`config.mk`:
```
export PLATFORM = sky130hd
export DESIGN_NAME = lru_slot_cache
export DESIGN_NICKNAME = d
export VERILOG_FILES = /design/src/hdl/lsc_pkg.sv /design/src/hdl/lsc_cell.sv /design/src/hdl/lru_slot_cache.sv
export SDC_FILE = /design/constraint.sdc
export NUM_CORES = 1
export LEC_CHECK = 0
export BUFFER_PORTS_ARGS = -buffer_cell sky130_fd_sc_hd__buf_2
export CAP_MARGIN = 20
export CORE_AREA = 2 2 237 239
export CTS_BUF_LIST = sky130_fd_sc_hd__clkbuf_8
export CTS_CLUSTER_DIAMETER = 50
export DETAILED_ROUTE_END_ITERATION = 10
export DIE_AREA = 0 0 239 241
export PLACE_DENSITY = 0.5
export SYNTH_ARGS = -nofsm -noshare
export SYNTH_HDL_FRONTEND = slang
export SYNTH_HIERARCHICAL = 1
export SYNTH_SLANG_ARGS = --single-unit
export TNS_END_PERCENT = 10
```
`constraint.sdc`:
```
create_clock -name i_clk -period 3.2 [get_ports i_clk]
set_clock_uncertainty 0.2 [all_clocks]
set_input_delay 0.16 -clock i_clk [delete_from_list [all_inputs] [get_ports i_clk]]
set_output_delay 0.16 -clock i_clk [all_outputs]
set_load 0.05 [all_outputs]
```
`src/hdl/lsc_pkg.sv`:
```
package lsc_pkg;

    localparam int C_SLOTS      = 4;
    localparam int C_KEY_BITS   = 8;
    localparam int C_STAMP_BITS = 32;
    localparam int C_SLOT_BITS  = 2;

    localparam logic [1:0] OP_ACQUIRE = 2'd0;
    localparam logic [1:0] OP_TOUCH   = 2'd1;
    localparam logic [1:0] OP_RELEASE = 2'd2;
    localparam logic [1:0] OP_CLEAR   = 2'd3;

    typedef struct packed {
        logic [1:0]            operation;
        logic [C_KEY_BITS-1:0] key;
    } t_req;

    typedef struct packed {
        logic [C_SLOT_BITS-1:0] slot_index;
        logic                   hit;
        logic                   evicted;
        logic [C_KEY_BITS-1:0]  evicted_key;
    } t_rsp;

    typedef struct packed {
        logic valid;
        logic found;
        logic free_found;
        logic have_min;
    } t_scan_flags;

    typedef struct packed {
        logic en;
        logic clear_all;
        logic clear_stamps;
        logic free;
        logic write;
        logic touch;
    } t_upd_ctl;

endpackage

```
`src/hdl/lsc_cell.sv`:
```
module lsc_cell
    import lsc_pkg::*;
#(
    parameter int SLOTS      = C_SLOTS,
    parameter int STAMP_BITS = C_STAMP_BITS,
    parameter int INDEX      = 0,
    localparam int SW        = $clog2(SLOTS)
) (
    input  logic                  i_clk,
    input  logic                  i_rst_n,
    input  logic [C_KEY_BITS-1:0] i_key,
    input  t_scan_flags           i_flags,
    input  logic [SW-1:0]         i_found_idx,
    input  logic [SW-1:0]         i_free_idx,
    input  logic [SW-1:0]         i_min_idx,
    input  logic [STAMP_BITS-1:0] i_min_stamp,
    input  logic [C_KEY_BITS-1:0] i_min_key,
    output t_scan_flags           o_flags,
    output logic [SW-1:0]         o_found_idx,
    output logic [SW-1:0]         o_free_idx,
    output logic [SW-1:0]         o_min_idx,
    output logic [STAMP_BITS-1:0] o_min_stamp,
    output logic [C_KEY_BITS-1:0] o_min_key,
    input  t_upd_ctl              i_upd,
    input  logic [SW-1:0]         i_upd_idx,
    input  logic [C_KEY_BITS-1:0] i_upd_key,
    input  logic [STAMP_BITS-1:0] i_upd_stamp
);

    localparam logic [SW-1:0] MY_IDX = SW'(INDEX);

    logic [C_KEY_BITS-1:0] r_key;
    logic                  r_valid;
    logic [STAMP_BITS-1:0] r_stamp;

    t_scan_flags           r_flags;
    t_scan_flags           n_flags;
    logic [SW-1:0]         r_found_idx, n_found_idx;
    logic [SW-1:0]         r_free_idx, n_free_idx;
    logic [SW-1:0]         r_min_idx, n_min_idx;
    logic [STAMP_BITS-1:0] r_min_stamp, n_min_stamp;
    logic [C_KEY_BITS-1:0] r_min_key, n_min_key;

    logic match;
    logic take_min;
    logic selected;

    assign match    = r_valid && (r_key == i_key);
    assign take_min = !i_flags.have_min || (r_stamp < i_min_stamp);
    assign selected = (i_upd_idx == MY_IDX);

    always_comb begin
        n_flags.valid      = i_flags.valid;
        n_flags.found      = i_flags.found || match;
        n_flags.free_found = i_flags.free_found || !r_valid;
        n_flags.have_min   = 1'b1;
        n_found_idx        = i_flags.found ? i_found_idx : MY_IDX;
        n_free_idx         = i_flags.free_found ? i_free_idx : MY_IDX;
        n_min_idx          = take_min ? MY_IDX : i_min_idx;
        n_min_stamp        = take_min ? r_stamp : i_min_stamp;
        n_min_key          = take_min ? r_key : i_min_key;
    end

    always_ff @(posedge i_clk) begin
        if (!i_rst_n) begin
            r_flags <= '0;
        end else begin
            r_flags <= n_flags;
        end
        r_found_idx <= n_found_idx;
        r_free_idx  <= n_free_idx;
        r_min_idx   <= n_min_idx;
        r_min_stamp <= n_min_stamp;
        r_min_key   <= n_min_key;
    end

    always_ff @(posedge i_clk) begin
        if (!i_rst_n) begin
            r_key   <= '0;
            r_valid <= 1'b0;
            r_stamp <= '0;
        end else if (i_upd.en) begin
            if (i_upd.clear_all) begin
                r_key   <= '0;
                r_valid <= 1'b0;
                r_stamp <= '0;
            end else begin
                if (i_upd.clear_stamps) begin
                    r_stamp <= '0;
                end
                if (selected && i_upd.free) begin
                    r_key   <= '0;
                    r_valid <= 1'b0;
                    r_stamp <= '0;
                end
                if (selected && i_upd.write) begin
                    r_key   <= i_upd_key;
                    r_valid <= 1'b1;
                end
                if (selected && i_upd.touch) begin
                    r_stamp <= i_upd_stamp;
                end
            end
        end
    end

    assign o_flags     = r_flags;
    assign o_found_idx = r_found_idx;
    assign o_free_idx  = r_free_idx;
    assign o_min_idx   = r_min_idx;
    assign o_min_stamp = r_min_stamp;
    assign o_min_key   = r_min_key;

endmodule

```
`src/hdl/lru_slot_cache.sv`:
```
// Fully associative cache of SLOTS entries with least-recently-used
// replacement by stamp. Present a word on i_req with start high while busy
// is low; the result appears on o_rsp for exactly one cycle with o_done high,
// and it cannot be held off, so capture it in that cycle. Busy stays high
// from acceptance until the result, and drops together with o_done, so a new
// word is taken only once the last one is through. Each word passes through a
// lookup that walks the row of slot cells one cell per cycle, and then the
// decision is written back to the cells as the result is registered.
module lru_slot_cache
    import lsc_pkg::*;
#(
    parameter int SLOTS      = C_SLOTS,
    parameter int STAMP_BITS = C_STAMP_BITS
) (
    input  logic i_clk,
    input  logic i_rst_n,
    input  logic start,
    output logic busy,
    input  t_req i_req,
    output logic o_done,
    output t_rsp o_rsp
);

    localparam int SW = $clog2(SLOTS);

    localparam logic S_IDLE = 1'b0;
    localparam logic S_SCAN = 1'b1;

    logic                  r_state;
    logic                  r_launch;
    logic [1:0]            r_op;
    logic [C_KEY_BITS-1:0] r_key;
    logic [STAMP_BITS-1:0] r_counter, n_counter;
    logic                  r_done;
    t_rsp                  r_rsp, n_rsp;

    t_upd_ctl              upd;
    logic [SW-1:0]         upd_idx;
    logic [STAMP_BITS-1:0] upd_stamp;
    logic [STAMP_BITS-1:0] inc_counter;
    logic [SW+1:0]         wide_idx;
    logic                  accept;

    t_scan_flags           c_flags     [SLOTS+1];
    logic [SW-1:0]         c_found_idx [SLOTS+1];
    logic [SW-1:0]         c_free_idx  [SLOTS+1];
    logic [SW-1:0]         c_min_idx   [SLOTS+1];
    logic [STAMP_BITS-1:0] c_min_stamp [SLOTS+1];
    logic [C_KEY_BITS-1:0] c_min_key   [SLOTS+1];

    t_scan_flags           last;

    assign accept = start && !busy;
    assign busy   = (r_state != S_IDLE);

    assign c_flags[0]     = '{valid: r_launch, found: 1'b0, free_found: 1'b0, have_min: 1'b0};
    assign c_found_idx[0] = '0;
    assign c_free_idx[0]  = '0;
    assign c_min_idx[0]   = '0;
    assign c_min_stamp[0] = '0;
    assign c_min_key[0]   = '0;

    for (genvar g = 0; g < SLOTS; g++) begin : g_cell
        lsc_cell #(
            .SLOTS      (SLOTS),
            .STAMP_BITS (STAMP_BITS),
            .INDEX      (g)
        ) u_cell (
            .i_clk       (i_clk),
            .i_rst_n     (i_rst_n),
            .i_key       (r_key),
            .i_flags     (c_flags[g]),
            .i_found_idx (c_found_idx[g]),
            .i_free_idx  (c_free_idx[g]),
            .i_min_idx   (c_min_idx[g]),
            .i_min_stamp (c_min_stamp[g]),
            .i_min_key   (c_min_key[g]),
            .o_flags     (c_flags[g+1]),
            .o_found_idx (c_found_idx[g+1]),
            .o_free_idx  (c_free_idx[g+1]),
            .o_min_idx   (c_min_idx[g+1]),
            .o_min_stamp (c_min_stamp[g+1]),
            .o_min_key   (c_min_key[g+1]),
            .i_upd       (upd),
            .i_upd_idx   (upd_idx),
            .i_upd_key   (r_key),
            .i_upd_stamp (upd_stamp)
        );
    end

    assign last        = c_flags[SLOTS];
    assign inc_counter = r_counter + STAMP_BITS'(1);

    always_comb begin
        upd       = '0;
        upd_idx   = '0;
        upd_stamp = (inc_counter == '0) ? STAMP_BITS'(1) : inc_counter;
        n_counter = r_counter;
        n_rsp     = '0;
        wide_idx  = '0;
        if (r_state == S_SCAN && last.valid) begin
            upd.en = 1'b1;
            if (r_op == OP_CLEAR) begin
                upd.clear_all = 1'b1;
                n_counter     = '0;
            end else if (last.found) begin
                upd_idx   = c_found_idx[SLOTS];
                n_rsp.hit = 1'b1;
                if (r_op == OP_RELEASE) begin
                    upd.free = 1'b1;
                end else begin
                    upd.touch = 1'b1;
                end
            end else if (r_op == OP_ACQUIRE) begin
                upd.write = 1'b1;
                upd.touch = 1'b1;
                if (last.free_found) begin
                    upd_idx = c_free_idx[SLOTS];
                end else begin
                    upd_idx           = c_min_idx[SLOTS];
                    n_rsp.evicted     = 1'b1;
                    n_rsp.evicted_key = c_min_key[SLOTS];
                end
            end
            if (upd.touch) begin
                n_counter        = upd_stamp;
                upd.clear_stamps = (inc_counter == '0);
            end
            if (upd.touch || upd.free) begin
                wide_idx = {2'b00, upd_idx};
            end
            n_rsp.slot_index = wide_idx[C_SLOT_BITS-1:0];
        end
    end

    always_ff @(posedge i_clk) begin
        if (!i_rst_n) begin
            r_state   <= S_IDLE;
            r_launch  <= 1'b0;
            r_done    <= 1'b0;
            r_counter <= '0;
        end else begin
            r_launch  <= accept;
            r_done    <= upd.en;
            r_counter <= n_counter;
            if (accept) begin
                r_state <= S_SCAN;
            end else if (upd.en) begin
                r_state <= S_IDLE;
            end
        end
    end

    always_ff @(posedge i_clk) begin
        if (accept) begin
            r_op  <= i_req.operation;
            r_key <= i_req.key;
        end
        if (upd.en) begin
            r_rsp <= n_rsp;
        end
    end

    assign o_done = r_done;
    assign o_rsp  = r_rsp;

    a_last_in_scan: assert property (@(posedge i_clk) disable iff (!i_rst_n)
        last.valid |-> r_state == S_SCAN)
        else $error("scan token left the row outside a scan");

    a_done_idle: assert property (@(posedge i_clk) disable iff (!i_rst_n)
        r_done |-> !busy)
        else $error("result strobe while still busy");

    a_evict_miss: assert property (@(posedge i_clk) disable iff (!i_rst_n)
        r_done && r_rsp.evicted |-> !r_rsp.hit)
        else $error("eviction reported on a hit");

    a_accept_scan: assert property (@(posedge i_clk) disable iff (!i_rst_n)
        accept |=> r_state == S_SCAN && r_launch)
        else $error("accepted word did not launch a scan");

    a_counter_nonzero: assert property (@(posedge i_clk) disable iff (!i_rst_n)
        upd.en && upd.touch |=> r_counter != '0)
        else $error("use counter zero after a touch");

endmodule

```
==> results summary <==
The flow ran to the end, but the final reports show violations. The final reports fail on max-slew violations. The total negative slack for setup checks is 0 ps.

The total setup violations reported at the end of the flow came out at 0. The stage delay of the slowest cell on the critical path is around 370 ps. The count of final max-slew check failures is between 40 and 50. The fraction of final layout cells with drive strength greater than 1 is 0.217. The number of clock buffers inserted by TritonCTS is 70. The final weighted congestion in routability-driven placement came out at slightly below 0.9. The full die area came out at ~58,000 um^2. Dividing the synthesized area by the synthesized cell count gives 9.92 um^2. The final cell count without fillers is 2,789. The detailed-router iteration count before antenna repair came out at 5.

The cell count along the critical path came out at 14. By instance count, the cell type seen most on the critical path is nand4_1. The sum of overflow across all layers after global routing came out at 0.

STA classifies the critical path endpoint as a flip-flop. The initial antenna violation count is 1. The initial utilization of the core area, before any placement, comes to 0.329. The reg-to-reg critical path startpoint is r_counter[22]. The buffer depth of the longest clock path is 3. The number of max-cap violations came out at 0. The synthesized instance count came out at 1,820.

CTS placed an instance of clkbuf_8 at the clock tree root. The power per standard cell area came out at 450 nW/um^2. Setup repair after global routing could not meet its margin everywhere. 0 antenna diodes ended up in the layout. The setup check on the worst reg-to-reg path leaves a slack of 40 ps. The clock-pin slew on the worst setup and hold paths is 60 ps. The tightest min-delay check is of the reg -> reg type. STA classifies the critical path startpoint as a flip-flop.

Dividing the detail-routed via count by the number of cells gives between 4 and 5. The pin count of the biggest net entering global routing is about 110. The aggregate routed wire length came out at 48.3 mm. In this run the tightest slew margin relative to its limit is -1.04.

On the critical path, the stage with the largest delay is an instance of nor4_2. The worst reg2reg path depth came out at 14. The detail route stage leaves a number of antenna-violating nets equal to 0. In this run the static leakage power is 8.69 nW. The CTS tree is done. The count of port buffers added during placement came out at 26. After detailed routing, the average wire length per cell comes to 17.3 um. The later pin in the worst-skew pair is clocked with a latency of between 600 and 700 ps. The highest clock frequency the design can meet came out at 316 MHz. For this run, design rule violations remaining after detail routing come to 0. Measured on the finished design, the core utilization comes to 0.399.

After detailed placement, the design holds a cell count of 2,637. The net count of the finished layout is between 2,000 and 2,500. The type of the worst setup path is reg -> reg. The number of global-route vias before repair is 13,538.

The chip height came out at between 200 and 250 um. The number of vias after detailed routing came out at about 14,000. The required time of the worst setup path is approximately 3500 ps. The worst ir drop on vdd came out at 0.317 mV. The final cell area excluding filler cells came out at approximately 22,000 um^2. The yosys synthesis warning count came out at 6. The post-synth design cell area is 18,100 um^2. In this run the worst setup path terminates at g_cell[1].u_cell/r_stamp[1]. In this run the worst setup path begins at r_counter[22].

The row count came out at 86. The placeable core region came out at 54,900 um^2. In the global route stage, overall resource usage came out at 0.169.

The fill cell total of the finished layout came out at about 5,400. The placed cell area is between 15,000 and 20,000 um^2. The final critical-path required period came out at 3160 ps.

At the pin with the least slew margin, the transition time is 3060 ps. The layout-stage area growth over the synthesis result came out at 21.2%. The design draws 9.84 mW.

The period utilization came out at 0.988. The number of DRC markers in iteration 0 is 962. The first global-routing pass estimated 75.8 mm of wire. The horizontal die dimension came out at 239 um.

The deepest level of the CTS H-tree came out at 3. The detailed placer's ending HPWL is 33.3 mm. CTS saw 388 sinks. The worst register-to-register path ends at g_cell[1].u_cell/r_stamp[1]. The number of buffers and inverters on the critical path is 5.

The arrival time of data at the critical path endpoint is ~3500 ps. The I/O pin count is 27. The maximum fanout count along the critical path came out at 10. On the critical path the largest part of the delay comes from simple AND/OR/NAND/NOR gates. The number of hold violations in the final report is 0.

The signal on the critical path passes through nand4_1 -> nor4_2 -> buf_4 -> nand4_1 -> xnor2_2 -> a2111oi_4 -> nand4_1 -> inv_2 -> buf_6 -> o31ai_4 -> buf_12 -> clkbuf_16 -> a22oi_1 -> nor2b_1.
cell usage in the layout (no fill, tap or decap), types with 6 or more instances in the layout:
cell,count
edfxtp_1,22
dfxtp_1,356
nand4_1,14
mux2_4,9
or3_1,9
dlygate4sd3_1,23
or2_2,6
and3_1,6
clkbuf_8,83
nor2b_1,167
mux2_2,117
nor4_1,14
nand3_1,39
buf_2,25
xnor2_1,28
ha_1,124
buf_4,85
inv_1,160
nand2_1,84
nor2_1,61
and2_1,32
a21oi_1,93
nand2b_1,11
clkinv_2,8
a22oi_1,135
and4_1,9
a22oi_2,28
buf_12,14
o21ai_0,40
a221oi_1,6
xor2_1,37
dfxtp_2,10
o21ai_1,9
nor3b_1,7
conb_1,86
nor3_1,12
repair_timing:
action,in CTS,in global routing
hold buffers,23,0
hold endpoints to repair,125,0
setup endpoints to repair,0,128
gates resized for setup,0,64
buffers inserted,0,4
worst min path at each step:
stage,to,cells past startpoint,slack [ps],startpoint
after floorplan,g_cell[0].u_cell/o_flags[0],0,-10,i_rst_n
after global placement,r_key[0],1,140,i_req[0]
after detailed placement,r_key[1],1,140,i_req[1]
after CTS,g_cell[2].u_cell/o_min_idx[1],1,210,g_cell[1].u_cell/o_min_idx[1]
after global routing,g_cell[3].u_cell/o_found_idx[1],1,230,g_cell[2].u_cell/o_flags[2]
final,g_cell[2].u_cell/o_free_idx[1],1,200,g_cell[1].u_cell/o_flags[1]
sequential cells by signal, indices dropped and copies added (netlist names), 8 cells and up:
name,cells
g_cell.u_cell/o_flags,15
g_cell.u_cell/o_found_idx,8
g_cell.u_cell/o_free_idx,8
g_cell.u_cell/o_min_idx,8
g_cell.u_cell/o_min_key,32
g_cell.u_cell/o_min_stamp,96
g_cell.u_cell/r_key,32
g_cell.u_cell/r_stamp,128
o_rsp,12
r_counter,32
r_key,8
where the power goes:
group          internal, mW  switching (mW)
registers              4.91          0.0314
logic                 0.132           0.148
clock network          2.47            2.15
total                  7.51            2.33
per-layer routing:
layer / GRT usage / up-vias / share of wire
met1: 0.220 / 6492 / 0.46
met4: 0.0564 / 0 / 0.026
met3: 0.0294 / 66 / 0.045
met5: 0 / - / 0
met2: 0.282 / 254 / 0.47
li1: - / 6718 / -
through the flow:
stage / setup WS, ps / hold WS [ps]
3_5_place_dp: 42.1 / 138
3_3_place_gp: 50.0 / 138
6_report: 37.5 / 204
4_1_cts: 8.78 / 211
5_1_grt: -123 / 227
2_1_floorplan: -37.3 / -12.3
cell type report:
type | instances | area (um^2) | share of cell area
Clock buffer | 83 | 1140 | 0.0522
Clock inverter | 40 | 249 | 0.0114
Inverter | 144 | 541 | 0.0247
Multi-Input combinational cell | 1279 | 9730 | 0.445
Sequential cell | 388 | 8000 | 0.366
Tap cell | 704 | 881 | 0.0403
Timing Repair Buffer | 151 | 1330 | 0.0609
No activity file was read; power rests on OpenSTA's default activity.
